[src/design/rki_pkg.sv]
// Shared types, constants and command/status structs for the run-keyed index translator.
`timescale 1ns / 1ps
`default_nettype none

package rki_pkg;

  localparam int KEY_BITS              = 64;
  localparam int POS_FIELD_BITS        = 32;
  localparam int ACTION_BITS           = 3;
  localparam int SLOT_BITS             = 5;
  localparam int RUN_COUNT_BITS        = 6;
  localparam int CFG_INDEX_BITS        = 2;
  localparam int CFG_DATA_BITS         = 64;
  localparam int DEFAULT_MAX_RUNS      = 32;
  localparam int DEFAULT_POSITION_BITS = 32;

  localparam logic [CFG_INDEX_BITS-1:0] REG_INITIAL_KEY = CFG_INDEX_BITS'(0);
  localparam logic [CFG_INDEX_BITS-1:0] REG_RUN_COUNT   = CFG_INDEX_BITS'(1);

  typedef enum logic [ACTION_BITS-1:0] {
    ACT_WRITE     = 3'd0,
    ACT_I2R       = 3'd1,
    ACT_R2I       = 3'd2,
    ACT_ITER_INIT = 3'd3,
    ACT_ITER_NEXT = 3'd4
  } action_t;

  typedef enum logic [2:0] {
    ST_IDLE,
    ST_FIND,
    ST_RANK,
    ST_LOOKUP,
    ST_ITER,
    ST_DONE
  } state_t;

  typedef struct packed {
    logic wr_en;
    logic load;
    logic key_from_init;
    logic rd_en;
    logic take_key;
    logic rank_step;
    logic lookup_step;
    logic iter_init;
    logic iter_next;
    logic iter_take;
    logic out_load;
    logic out_iter;
    logic out_more;
  } cmd_t;

  typedef struct packed {
    logic ge_start;
    logic lookup_stop;
    logic iter_end;
    logic iter_ge;
    logic out_busy;
  } status_t;

endpackage

`default_nettype wire

[src/design/rki_ifs.sv]
// Input and result channel interfaces with valid/ready handshake.
`timescale 1ns / 1ps
`default_nettype none

interface rki_in_if;
  logic                               valid;
  logic                               ready;
  logic [rki_pkg::ACTION_BITS-1:0]    action;
  logic [rki_pkg::SLOT_BITS-1:0]      slot;
  logic [rki_pkg::KEY_BITS-1:0]       key;
  logic [rki_pkg::POS_FIELD_BITS-1:0] position;

  modport source (output valid, action, slot, key, position, input ready);
  modport sink   (input valid, action, slot, key, position, output ready);
endinterface

interface rki_out_if;
  logic                               valid;
  logic                               ready;
  logic [rki_pkg::KEY_BITS-1:0]       out_key;
  logic [rki_pkg::POS_FIELD_BITS-1:0] out_index;
  logic                               more;

  modport source (output valid, out_key, out_index, more, input ready);
  modport sink   (input valid, out_key, out_index, more, output ready);
endinterface

`default_nettype wire

[src/design/rki_datapath.sv]
// Datapath: config registers, run table memories, scan accumulators, iterator, result register.
`timescale 1ns / 1ps
`default_nettype none

module rki_datapath #(
  parameter int MAX_RUNS      = rki_pkg::DEFAULT_MAX_RUNS,
  parameter int POSITION_BITS = rki_pkg::DEFAULT_POSITION_BITS
) (
  input  logic                                clk,
  input  logic                                rst,
  input  logic                                cfg_we,
  input  logic [rki_pkg::CFG_INDEX_BITS-1:0]  cfg_index,
  input  logic [rki_pkg::CFG_DATA_BITS-1:0]   cfg_data,
  input  logic [rki_pkg::SLOT_BITS-1:0]       in_slot,
  input  logic [rki_pkg::KEY_BITS-1:0]        in_key,
  input  logic [rki_pkg::POS_FIELD_BITS-1:0]  in_position,
  input  rki_pkg::cmd_t                       cmd,
  input  logic [((MAX_RUNS > 1) ? $clog2(MAX_RUNS) : 1)-1:0] rd_addr,
  output rki_pkg::status_t                    status,
  output logic [$clog2(MAX_RUNS+1)-1:0]       live,
  input  logic                                out_ready,
  output logic                                out_valid,
  output logic [rki_pkg::KEY_BITS-1:0]        out_key,
  output logic [rki_pkg::POS_FIELD_BITS-1:0]  out_index,
  output logic                                out_more
);

  localparam int CW = $clog2(MAX_RUNS + 1);
  localparam int AW = (MAX_RUNS > 1) ? $clog2(MAX_RUNS) : 1;
  localparam int PB = POSITION_BITS;

  logic [rki_pkg::KEY_BITS-1:0]       initial_key;
  logic [rki_pkg::RUN_COUNT_BITS-1:0] run_count;

  logic [rki_pkg::KEY_BITS-1:0] run_keys   [MAX_RUNS];
  logic [PB-1:0]                run_starts [MAX_RUNS];

  logic [rki_pkg::KEY_BITS-1:0] rd_key;
  logic [PB-1:0]                rd_start;

  logic [rki_pkg::KEY_BITS-1:0] qkey;
  logic [PB-1:0]                qpos;
  logic [PB-1:0]                acc;
  logic [PB-1:0]                left;
  logic [rki_pkg::KEY_BITS-1:0] ckey;
  logic [PB-1:0]                cstart;

  logic                         it_before;
  logic [PB-1:0]                it_pos;
  logic [rki_pkg::KEY_BITS-1:0] it_key;

  logic [PB-1:0] pos_w;
  logic [PB-1:0] run_len;
  logic          slot_ok;
  logic          count_gt;

  assign pos_w    = PB'(in_position);
  assign run_len  = rd_start - cstart;
  assign slot_ok  = 32'(in_slot) < 32'(MAX_RUNS);
  assign count_gt = 32'(run_count) > 32'(MAX_RUNS);
  assign live     = count_gt ? CW'(MAX_RUNS) : CW'(run_count);

  assign status.ge_start    = qpos >= rd_start;
  assign status.lookup_stop = (qkey == ckey) && (left < run_len);
  assign status.iter_end    = it_pos >= qpos;
  assign status.iter_ge     = it_pos >= rd_start;
  assign status.out_busy    = out_valid && !out_ready;

  // Config registers, iterator state and result valid.
  always_ff @(posedge clk) begin
    if (rst) begin
      initial_key <= '0;
      run_count   <= '0;
      it_before   <= 1'b1;
      it_pos      <= '0;
      it_key      <= '0;
      out_valid   <= 1'b0;
    end else begin
      if (cfg_we) begin
        if (cfg_index == rki_pkg::REG_INITIAL_KEY) begin
          initial_key <= cfg_data;
        end else if (cfg_index == rki_pkg::REG_RUN_COUNT) begin
          run_count <= cfg_data[rki_pkg::RUN_COUNT_BITS-1:0];
        end
      end
      if (cmd.iter_init) begin
        it_before <= 1'b1;
        it_pos    <= '0;
        it_key    <= initial_key;
      end else begin
        if (cmd.iter_next) begin
          if (it_before) begin
            it_before <= 1'b0;
            it_pos    <= '0;
          end else if (it_pos != {PB{1'b1}}) begin
            it_pos <= it_pos + PB'(1);
          end
        end
        if (cmd.iter_take) begin
          it_key <= rd_key;
        end
      end
      if (cmd.out_load) begin
        out_valid <= 1'b1;
      end else if (out_ready) begin
        out_valid <= 1'b0;
      end
    end
  end

  // Run table: one write port, one registered read port.
  always_ff @(posedge clk) begin
    if (cmd.wr_en && slot_ok) begin
      run_keys[AW'(in_slot)]   <= in_key;
      run_starts[AW'(in_slot)] <= pos_w;
    end
    if (cmd.rd_en) begin
      rd_key   <= run_keys[rd_addr];
      rd_start <= run_starts[rd_addr];
    end
  end

  // Query accumulators and result payload.
  always_ff @(posedge clk) begin
    if (cmd.load) begin
      qkey   <= cmd.key_from_init ? initial_key : in_key;
      qpos   <= pos_w;
      acc    <= pos_w;
      left   <= pos_w;
      ckey   <= initial_key;
      cstart <= '0;
    end else begin
      if (cmd.take_key) begin
        qkey <= rd_key;
      end
      if (cmd.rank_step) begin
        if (qkey != ckey) begin
          acc <= acc - run_len;
        end
        ckey   <= rd_key;
        cstart <= rd_start;
      end
      if (cmd.lookup_step) begin
        // Runs of other keys shift the position; runs of the key use up the rank.
        if (qkey != ckey) begin
          acc <= acc + run_len;
        end else begin
          left <= left - run_len;
        end
        ckey   <= rd_key;
        cstart <= rd_start;
      end
    end
    if (cmd.out_load) begin
      out_key   <= cmd.out_iter ? it_key : qkey;
      out_index <= rki_pkg::POS_FIELD_BITS'(cmd.out_iter ? it_pos : acc);
      out_more  <= cmd.out_more;
    end
  end

endmodule

`default_nettype wire

[src/design/rki_ctrl.sv]
// Controller: decodes items and sequences the table scans one entry per cycle.
`timescale 1ns / 1ps
`default_nettype none

module rki_ctrl #(
  parameter int MAX_RUNS = rki_pkg::DEFAULT_MAX_RUNS
) (
  input  logic                              clk,
  input  logic                              rst,
  input  logic                              in_valid,
  input  logic [rki_pkg::ACTION_BITS-1:0]   in_action,
  output logic                              in_ready,
  input  logic [$clog2(MAX_RUNS+1)-1:0]     live,
  input  rki_pkg::status_t                  status,
  output rki_pkg::cmd_t                     cmd,
  output logic [((MAX_RUNS > 1) ? $clog2(MAX_RUNS) : 1)-1:0] rd_addr
);

  localparam int CW = $clog2(MAX_RUNS + 1);
  localparam int AW = (MAX_RUNS > 1) ? $clog2(MAX_RUNS) : 1;

  rki_pkg::state_t  state;
  rki_pkg::state_t  state_next;
  rki_pkg::action_t action;

  logic [CW-1:0] p;
  logic [CW-1:0] p_next;
  logic [CW-1:0] upto;
  logic [CW-1:0] upto_next;
  logic [CW-1:0] iter_pair;
  logic [CW-1:0] iter_pair_next;
  logic          more;
  logic          more_next;
  logic          iter_mode;
  logic          iter_mode_next;

  logic [CW-1:0] rd_ptr;
  logic [CW-1:0] p_inc;
  logic [CW-1:0] pair_inc;
  logic [CW-1:0] upto_exit;
  logic          pair_live;

  assign action    = rki_pkg::action_t'(in_action);
  assign in_ready  = (state == rki_pkg::ST_IDLE);
  assign p_inc     = p + CW'(1);
  assign pair_inc  = iter_pair + CW'(1);
  assign pair_live = iter_pair < live;
  assign upto_exit = status.ge_start ? p_inc : p;
  assign rd_addr   = rd_ptr[AW-1:0];

  always_ff @(posedge clk) begin
    if (rst) begin
      state     <= rki_pkg::ST_IDLE;
      p         <= '0;
      upto      <= '0;
      iter_pair <= '0;
      more      <= 1'b0;
      iter_mode <= 1'b0;
    end else begin
      state     <= state_next;
      p         <= p_next;
      upto      <= upto_next;
      iter_pair <= iter_pair_next;
      more      <= more_next;
      iter_mode <= iter_mode_next;
    end
  end

  // Next state.
  always_comb begin
    state_next = state;
    unique case (state)
      rki_pkg::ST_IDLE: begin
        if (in_valid) begin
          unique case (action)
            rki_pkg::ACT_I2R:
              state_next = (live == '0) ? rki_pkg::ST_DONE : rki_pkg::ST_FIND;
            rki_pkg::ACT_R2I:
              state_next = (live == '0) ? rki_pkg::ST_DONE : rki_pkg::ST_LOOKUP;
            rki_pkg::ACT_ITER_NEXT:
              state_next = rki_pkg::ST_ITER;
            default: state_next = rki_pkg::ST_IDLE;
          endcase
        end
      end
      rki_pkg::ST_FIND: begin
        if (status.ge_start && (p_inc < live)) begin
          state_next = rki_pkg::ST_FIND;
        end else if (upto_exit == '0) begin
          state_next = rki_pkg::ST_DONE;
        end else begin
          state_next = rki_pkg::ST_RANK;
        end
      end
      rki_pkg::ST_RANK: begin
        state_next = (p_inc < upto) ? rki_pkg::ST_RANK : rki_pkg::ST_DONE;
      end
      rki_pkg::ST_LOOKUP: begin
        if (!status.lookup_stop && (p_inc < live)) begin
          state_next = rki_pkg::ST_LOOKUP;
        end else begin
          state_next = rki_pkg::ST_DONE;
        end
      end
      rki_pkg::ST_ITER: begin
        if (!status.iter_end && pair_live && status.iter_ge && (pair_inc < live)) begin
          state_next = rki_pkg::ST_ITER;
        end else begin
          state_next = rki_pkg::ST_DONE;
        end
      end
      rki_pkg::ST_DONE: begin
        if (!status.out_busy) begin
          state_next = rki_pkg::ST_IDLE;
        end
      end
      default: state_next = rki_pkg::ST_IDLE;
    endcase
  end

  // Commands and counter updates.
  always_comb begin
    cmd            = '0;
    rd_ptr         = '0;
    p_next         = p;
    upto_next      = upto;
    iter_pair_next = iter_pair;
    more_next      = more;
    iter_mode_next = iter_mode;
    unique case (state)
      rki_pkg::ST_IDLE: begin
        if (in_valid) begin
          unique case (action)
            rki_pkg::ACT_WRITE: begin
              cmd.wr_en = 1'b1;
            end
            rki_pkg::ACT_I2R: begin
              cmd.load          = 1'b1;
              cmd.key_from_init = 1'b1;
              cmd.rd_en         = (live != '0);
              p_next            = '0;
              upto_next         = '0;
              more_next         = 1'b0;
              iter_mode_next    = 1'b0;
            end
            rki_pkg::ACT_R2I: begin
              cmd.load       = 1'b1;
              cmd.rd_en      = (live != '0);
              p_next         = '0;
              more_next      = 1'b0;
              iter_mode_next = 1'b0;
            end
            rki_pkg::ACT_ITER_INIT: begin
              cmd.iter_init  = 1'b1;
              iter_pair_next = '0;
            end
            rki_pkg::ACT_ITER_NEXT: begin
              // Prefetch the pending table pair while the position advances.
              cmd.load       = 1'b1;
              cmd.iter_next  = 1'b1;
              cmd.rd_en      = pair_live;
              rd_ptr         = iter_pair;
              iter_mode_next = 1'b1;
            end
            default: ;
          endcase
        end
      end
      rki_pkg::ST_FIND: begin
        if (status.ge_start) begin
          cmd.take_key = 1'b1;
          upto_next    = p_inc;
        end
        if (status.ge_start && (p_inc < live)) begin
          cmd.rd_en = 1'b1;
          rd_ptr    = p_inc;
          p_next    = p_inc;
        end else if (upto_exit != '0) begin
          // Restart from pair zero for the rank pass.
          cmd.rd_en = 1'b1;
          rd_ptr    = '0;
          p_next    = '0;
        end
      end
      rki_pkg::ST_RANK: begin
        cmd.rank_step = 1'b1;
        if (p_inc < upto) begin
          cmd.rd_en = 1'b1;
          rd_ptr    = p_inc;
          p_next    = p_inc;
        end
      end
      rki_pkg::ST_LOOKUP: begin
        if (!status.lookup_stop) begin
          cmd.lookup_step = 1'b1;
          if (p_inc < live) begin
            cmd.rd_en = 1'b1;
            rd_ptr    = p_inc;
            p_next    = p_inc;
          end
        end
      end
      rki_pkg::ST_ITER: begin
        if (status.iter_end) begin
          more_next = 1'b0;
        end else begin
          more_next = 1'b1;
          if (pair_live && status.iter_ge) begin
            cmd.iter_take  = 1'b1;
            iter_pair_next = pair_inc;
            if (pair_inc < live) begin
              cmd.rd_en = 1'b1;
              rd_ptr    = pair_inc;
            end
          end
        end
      end
      rki_pkg::ST_DONE: begin
        if (!status.out_busy) begin
          cmd.out_load = 1'b1;
          cmd.out_more = more;
          cmd.out_iter = iter_mode;
        end
      end
      default: ;
    endcase
  end

`ifndef SYNTH
  a_rd_in_table: assert property (@(posedge clk) disable iff (rst)
    cmd.rd_en |-> (rd_ptr < live))
    else $error("table read beyond live pairs");

  a_rank_bound: assert property (@(posedge clk) disable iff (rst)
    (state == rki_pkg::ST_RANK) |-> ((p < upto) && (upto != '0)))
    else $error("rank pass index out of range");

  a_pair_bound: assert property (@(posedge clk) disable iff (rst)
    iter_pair <= CW'(MAX_RUNS))
    else $error("iterator pair beyond table depth");

  a_i2r_start: assert property (@(posedge clk) disable iff (rst)
    (in_valid && in_ready && (in_action == rki_pkg::ACT_I2R) && (live != '0))
      |=> (state == rki_pkg::ST_FIND))
    else $error("index lookup did not start its scan");

  a_out_free: assert property (@(posedge clk) disable iff (rst)
    cmd.out_load |-> ((state == rki_pkg::ST_DONE) && !status.out_busy))
    else $error("result loaded over a pending item");
`endif

endmodule

`default_nettype wire

[src/design/run_keyed_index_translator.sv]
// One item at a time; the one-pair-a-cycle table scan sets how long an item takes. Index to
// reference finds the upto pairs at or below the position, then ranks over them; reference to
// index scans up to N = min(run_count, MAX_RUNS) pairs; iterator next scans the pairs it crosses.
// Write pair and iterator init give no result. The next item is taken while a result waits; a
// second result holds until the first leaves. Reset (synchronous): clears config, iterator and
// controller state and result valid; the run table and result payload are not reset.
`timescale 1ns / 1ps
`default_nettype none

module run_keyed_index_translator #(
  parameter int MAX_RUNS      = rki_pkg::DEFAULT_MAX_RUNS,
  parameter int POSITION_BITS = rki_pkg::DEFAULT_POSITION_BITS
) (
  input  logic                               clk,
  input  logic                               rst,
  rki_in_if.sink                             in_item,
  rki_out_if.source                          out_item,
  input  logic                               cfg_we,
  input  logic [rki_pkg::CFG_INDEX_BITS-1:0] cfg_index,
  input  logic [rki_pkg::CFG_DATA_BITS-1:0]  cfg_data
);

  localparam int CW = $clog2(MAX_RUNS + 1);
  localparam int AW = (MAX_RUNS > 1) ? $clog2(MAX_RUNS) : 1;

  rki_pkg::cmd_t    cmd;
  rki_pkg::status_t status;
  logic [CW-1:0]    live;
  logic [AW-1:0]    rd_addr;

  rki_ctrl #(
    .MAX_RUNS (MAX_RUNS)
  ) u_ctrl (
    .clk       (clk),
    .rst       (rst),
    .in_valid  (in_item.valid),
    .in_action (in_item.action),
    .in_ready  (in_item.ready),
    .live      (live),
    .status    (status),
    .cmd       (cmd),
    .rd_addr   (rd_addr)
  );

  rki_datapath #(
    .MAX_RUNS      (MAX_RUNS),
    .POSITION_BITS (POSITION_BITS)
  ) u_datapath (
    .clk         (clk),
    .rst         (rst),
    .cfg_we      (cfg_we),
    .cfg_index   (cfg_index),
    .cfg_data    (cfg_data),
    .in_slot     (in_item.slot),
    .in_key      (in_item.key),
    .in_position (in_item.position),
    .cmd         (cmd),
    .rd_addr     (rd_addr),
    .status      (status),
    .live        (live),
    .out_ready   (out_item.ready),
    .out_valid   (out_item.valid),
    .out_key     (out_item.out_key),
    .out_index   (out_item.out_index),
    .out_more    (out_item.more)
  );

endmodule

`default_nettype wire
[src/flat_wrapper.sv]
// flat-port wrapper written by rule: the top's interface ports become plain ports
module run_keyed_index_translator_flat 
#(
  parameter int MAX_RUNS      = rki_pkg::DEFAULT_MAX_RUNS,
  parameter int POSITION_BITS = rki_pkg::DEFAULT_POSITION_BITS
)
  (clk, rst, cfg_we, cfg_index, cfg_data, in_item_valid, in_item_action, in_item_slot, in_item_key, in_item_position, in_item_ready, out_item_valid, out_item_out_key, out_item_out_index, out_item_more, out_item_ready);
  rki_in_if in_item_i ();
  rki_out_if out_item_i ();
  input  logic clk;
  input  logic rst;
  input  logic cfg_we;
  input  logic [rki_pkg::CFG_INDEX_BITS-1:0] cfg_index;
  input  logic [rki_pkg::CFG_DATA_BITS-1:0] cfg_data;
  input wire logic [$bits(in_item_i.valid)-1:0] in_item_valid;
  input wire logic [$bits(in_item_i.action)-1:0] in_item_action;
  input wire logic [$bits(in_item_i.slot)-1:0] in_item_slot;
  input wire logic [$bits(in_item_i.key)-1:0] in_item_key;
  input wire logic [$bits(in_item_i.position)-1:0] in_item_position;
  output wire logic [$bits(in_item_i.ready)-1:0] in_item_ready;
  output wire logic [$bits(out_item_i.valid)-1:0] out_item_valid;
  output wire logic [$bits(out_item_i.out_key)-1:0] out_item_out_key;
  output wire logic [$bits(out_item_i.out_index)-1:0] out_item_out_index;
  output wire logic [$bits(out_item_i.more)-1:0] out_item_more;
  input wire logic [$bits(out_item_i.ready)-1:0] out_item_ready;
  assign in_item_i.valid = in_item_valid;
  assign in_item_i.action = in_item_action;
  assign in_item_i.slot = in_item_slot;
  assign in_item_i.key = in_item_key;
  assign in_item_i.position = in_item_position;
  assign in_item_ready = in_item_i.ready;
  assign out_item_valid = out_item_i.valid;
  assign out_item_out_key = out_item_i.out_key;
  assign out_item_out_index = out_item_i.out_index;
  assign out_item_more = out_item_i.more;
  assign out_item_i.ready = out_item_ready;
  run_keyed_index_translator #(.MAX_RUNS(MAX_RUNS), .POSITION_BITS(POSITION_BITS)) u_core (.clk(clk), .rst(rst), .in_item(in_item_i), .out_item(out_item_i), .cfg_we(cfg_we), .cfg_index(cfg_index), .cfg_data(cfg_data));
endmodule
[config.mk]
export PLATFORM = sky130hd
export DESIGN_NAME = run_keyed_index_translator_flat
export DESIGN_NICKNAME = d
export VERILOG_FILES = /design/src/design/rki_pkg.sv /design/src/design/rki_ifs.sv /design/src/design/rki_datapath.sv /design/src/design/rki_ctrl.sv /design/src/design/run_keyed_index_translator.sv /design/src/flat_wrapper.sv
export SDC_FILE = /design/constraint.sdc
export NUM_CORES = 2
export LEC_CHECK = 0
export CAP_MARGIN = 20
export CORE_MARGIN = 10
export CORE_UTILIZATION = 30
export CTS_BUF_LIST = sky130_fd_sc_hd__clkbuf_2
export CTS_CLUSTER_SIZE = 14
export DETAILED_ROUTE_END_ITERATION = 8
export DONT_BUFFER_PORTS = 1
export SYNTH_ARGS = -nofsm -noshare
export SYNTH_HDL_FRONTEND = slang
export SYNTH_SLANG_ARGS = --single-unit
[constraint.sdc]
create_clock -name clk -period 31.1 [get_ports clk]
set_input_delay 1.555 -clock clk [delete_from_list [all_inputs] [get_ports clk]]
set_output_delay 1.555 -clock clk [all_outputs]
set_load 0.03 [all_outputs]
==> impl_metrics.json <==
{
  "r2r_slack_ns": 21.21,
  "clk_latency_ns": 2.43,
  "dp_slack_ns": 21.33,
  "clock-sinks": 3712,
  "die_h_um": 737.4,
  "cts_resized": 0,
  "cts_tree": "yes",
  "synth_top_area_share_pct": 67.24,
  "drt-pass1-iter-count": 7,
  "yosysUniqueCellTypes": 83,
  "crit_slowest_cell": "buf_4",
  "slew_violations": 0,
  "ant_nets": 0,
  "finalSetupTns_ns": 0,
  "crit_type": "reg2reg",
  "cp.arrival_ns": 11.91,
  "worst_slew_pin_slew_ns": 1.382,
  "coreArea_mm2": 0.5130,
  "outcome": "complete, no violations",
  "period_needed_ns": 9.888,
  "cts_root_buf": "clkbuf_2",
  "cts_buffers": 887,
  "crit_start": "u_core.u_datapath.rd_start[0]",
  "grt_usage_pct": 18.67,
  "postCtsSetupBuffers": 0,
  "die_width_um": 737.4,
  "yosysSeqAreaShare_pct": 70.55,
  "finalHoldViolations": 0,
  "critPathCapture": "u_core.u_datapath.rd_key[58]",
  "grt_pass1_wl_mm": 748.2,
  "synth_ff_type": "edfxtp_1",
  "critical_path.max_stage_delay_ns": 0.85,
  "antenna_found_initial": 65,
  "reg2reg_to": "u_core.u_datapath.rd_key[58]",
  "fin_nets": 12981,
  "path_clk_slew_ns": 0.11,
  "avgSynthCellArea_um2": 13.18,
  "cap_violations": 0,
  "met1_usage_pct": 26.58,
  "met2_usage_pct": 28.09,
  "max_freq_ghz": 0.1011,
  "synth_nets": 12136,
  "async_flop_share_pct": 0,
  "setup_viol": 0,
  "start_util_pct": 30.09,
  "worstSetupEndpointType": "flop",
  "die_area_mm2": 0.5437,
  "grt_overflow": 0,
  "cts_max_path_buffers": 4,
  "cts_hold_buf": 485,
  "skew_ns": 0.2477,
  "grt_most_used_layer": "met2",
  "leakage_nw": 60.55,
  "final.period_utilization_pct": 31.79,
  "power.density_mw_per_mm2": 57.36,
  "ys_ff_latch": 3712,
  "drt_iter0_drc": 14592,
  "rsz0062_at_grt": "false",
  "ys_top_cells_by_count": "edfxtp_1, nand2_1, nand3_1",
  "cts_max_level": 6,
  "syn2layout_area_growth_pct": 14.48,
  "synth_most_common_cell": "edfxtp_1",
  "max-vdd-ir-drop_mv": 0.03778,
  "drc_errors": 0,
  "synth.area.top_cells": "edfxtp_1, nand2_1, dfxtp_1",
  "vias": 107716,
  "via_per_inst": 5.381,
  "wire_per_inst_um": 26.62,
  "wirelength_mm": 532.9,
  "synth_area_mm2": 0.1544,
  "grt_max_degree": 166,
  "drive_above_1_share_pct": 14.36,
  "synth_edf_count": 3457,
  "fin_ws_ns": 21.21,
  "worstPathMaxFanout": 118,
  "reg2reg_depth": 31,
  "start_kind": "flop",
  "numPortBuffers": 0,
  "synth_top_area_cell": "edfxtp_1",
  "grt_use_met3_pct": 4.437,
  "rows": 263,
  "grt_pass1_vias": 101629,
  "max_slew_margin_pct": 7.173,
  "yosysWarningCount": 0,
  "gp_congestion": 0.8497,
  "worstReg2RegStart": "u_core.u_datapath.rd_start[0]",
  "cp.required_ns": 33.12,
  "hold_path_class": "in2reg",
  "dp_hpwl_mm": 278.2,
  "ios": 274,
  "syn_inst": 11712
}
## power by group
group          leakage [nW]  switching [mW]  internal (mW)
Clock                  6.10            2.03           1.24
Sequential             33.2          0.0774           5.57
Combinational          21.2           0.783          0.444
## worst min-delay path by stage
stage / endpoint / slack (ns) / cells past startpoint / startpoint
6_report: u_core.u_datapath.run_keys[12][54] / 0.16 / 2 / in_item_key[54]
5_1_grt: u_core.u_datapath.run_keys[15][54] / 0.08 / 2 / in_item_key[54]
4_1_cts: u_core.u_datapath.run_keys[21][58] / 0.0005 / 2 / in_item_key[58]
3_5_place_dp: u_core.u_ctrl.upto[5] / 0.46 / 2 / u_core.u_ctrl.upto[5]
3_3_place_gp: u_core.u_ctrl.upto[5] / 0.46 / 2 / u_core.u_ctrl.upto[5]
2_1_floorplan: u_core.u_ctrl.iter_mode / 0.44 / 2 / u_core.u_ctrl.iter_mode
## kinds of logic (layout without fill, tap and decap cells)
family,count (synthesis),after routing,share of synthesized area (%)
xor+xnor,171,171,0.9701
other cells,0,63,0
simple gates,4140,4140,12.02
buf+inv,977,2463,2.568
compound gates,2032,2032,8.990
flops,3712,3712,70.55
mux,431,431,2.869
fa+ha+maj,249,249,2.038
## metal layers
layer / wire length (um) / up-vias / part of all wire [%]
li1: - / 46577 / -
met1: 224100 / 53985 / 42
met2: 233800 / 6240 / 44
met3: 59510 / 880 / 11
met4: 15270 / 34 / 2.9
met5: 221 / - / 0.041
## worst max-delay path: cells and delay by family, from the launching register on
family,cells,cell delay [ns]
AOI/OAI and AO/OA,15,3.90
xor gates and xnor gates,1,0.26
adders and majority gates,3,0.97
buffers and inverters,6,2.37
DFF,1,0.45
muxes,1,0.28
and+or+nand+nor,5,1.16
## flip-flops by register name, indices dropped and copies added (netlist names), 6 cells and up
name	flops
u_core.u_datapath.rd_start	32
u_core.u_datapath.run_count	6
u_core.u_datapath.it_pos	32
u_core.u_ctrl.iter_pair	6
u_core.u_datapath.run_starts	1024
u_core.u_datapath.out_index	32
u_core.u_datapath.qkey	64
u_core.u_datapath.run_keys	2048
u_core.u_datapath.out_key	64
u_core.u_datapath.initial_key	64
u_core.u_ctrl.p	6
u_core.u_datapath.rd_key	64
u_core.u_datapath.cstart	32
u_core.u_datapath.left	32
u_core.u_datapath.acc	32
u_core.u_datapath.it_key	64
u_core.u_datapath.qpos	32
u_core.u_ctrl.upto	6
u_core.u_datapath.ckey	64
## final cells by class
class                           instances  area, um^2
Fill cell                           50009      336300
Tap cell                             6757        8454
Inverter                              205       777.0
Antenna cell                           63       157.7
Multi-Input combinational cell       7023       42010
Timing Repair Buffer                  728        8441
Clock buffer                         1305        6531
Clock inverter                        225        1446
Sequential cell                      3712      108900
## cell usage in the layout, fill, tap and decap left out, types with 289 or more instances in the layout
cell type | synthesis | routed
a211oi_1 | 550 | 550
and3_1 | 482 | 481
edfxtp_1 | 3457 | 3457
nor2_1 | 333 | 299
nand2_1 | 2231 | 2229
mux2i_1 | 339 | 339
nand3_1 | 768 | 766
clkbuf_2 | 0 | 1305
a21oi_1 | 320 | 319
o21ai_0 | 290 | 289
dlygate4sd3_1 | 0 | 395
## metrics by stage
step / area [um^2] / instances / util (%) / hold WS (ns) / total power, mW
after floorplan: 154400 / 11712 / - / 0.4366 / 6.462
after global routing: 176600 / 19960 / 34.42 / 0.07821 / 10.57
after CTS: 175800 / 19917 / 34.27 / 0.0005209 / 10.16
after detailed placement: 162000 / 17902 / 31.58 / 0.4613 / 6.787
after global placement: 162000 / 17900 / 31.57 / 0.4559 / 6.778
final: 176700 / 20018 / 34.45 / 0.1567 / 10.14
No activity file was read; power rests on OpenSTA's default activity.
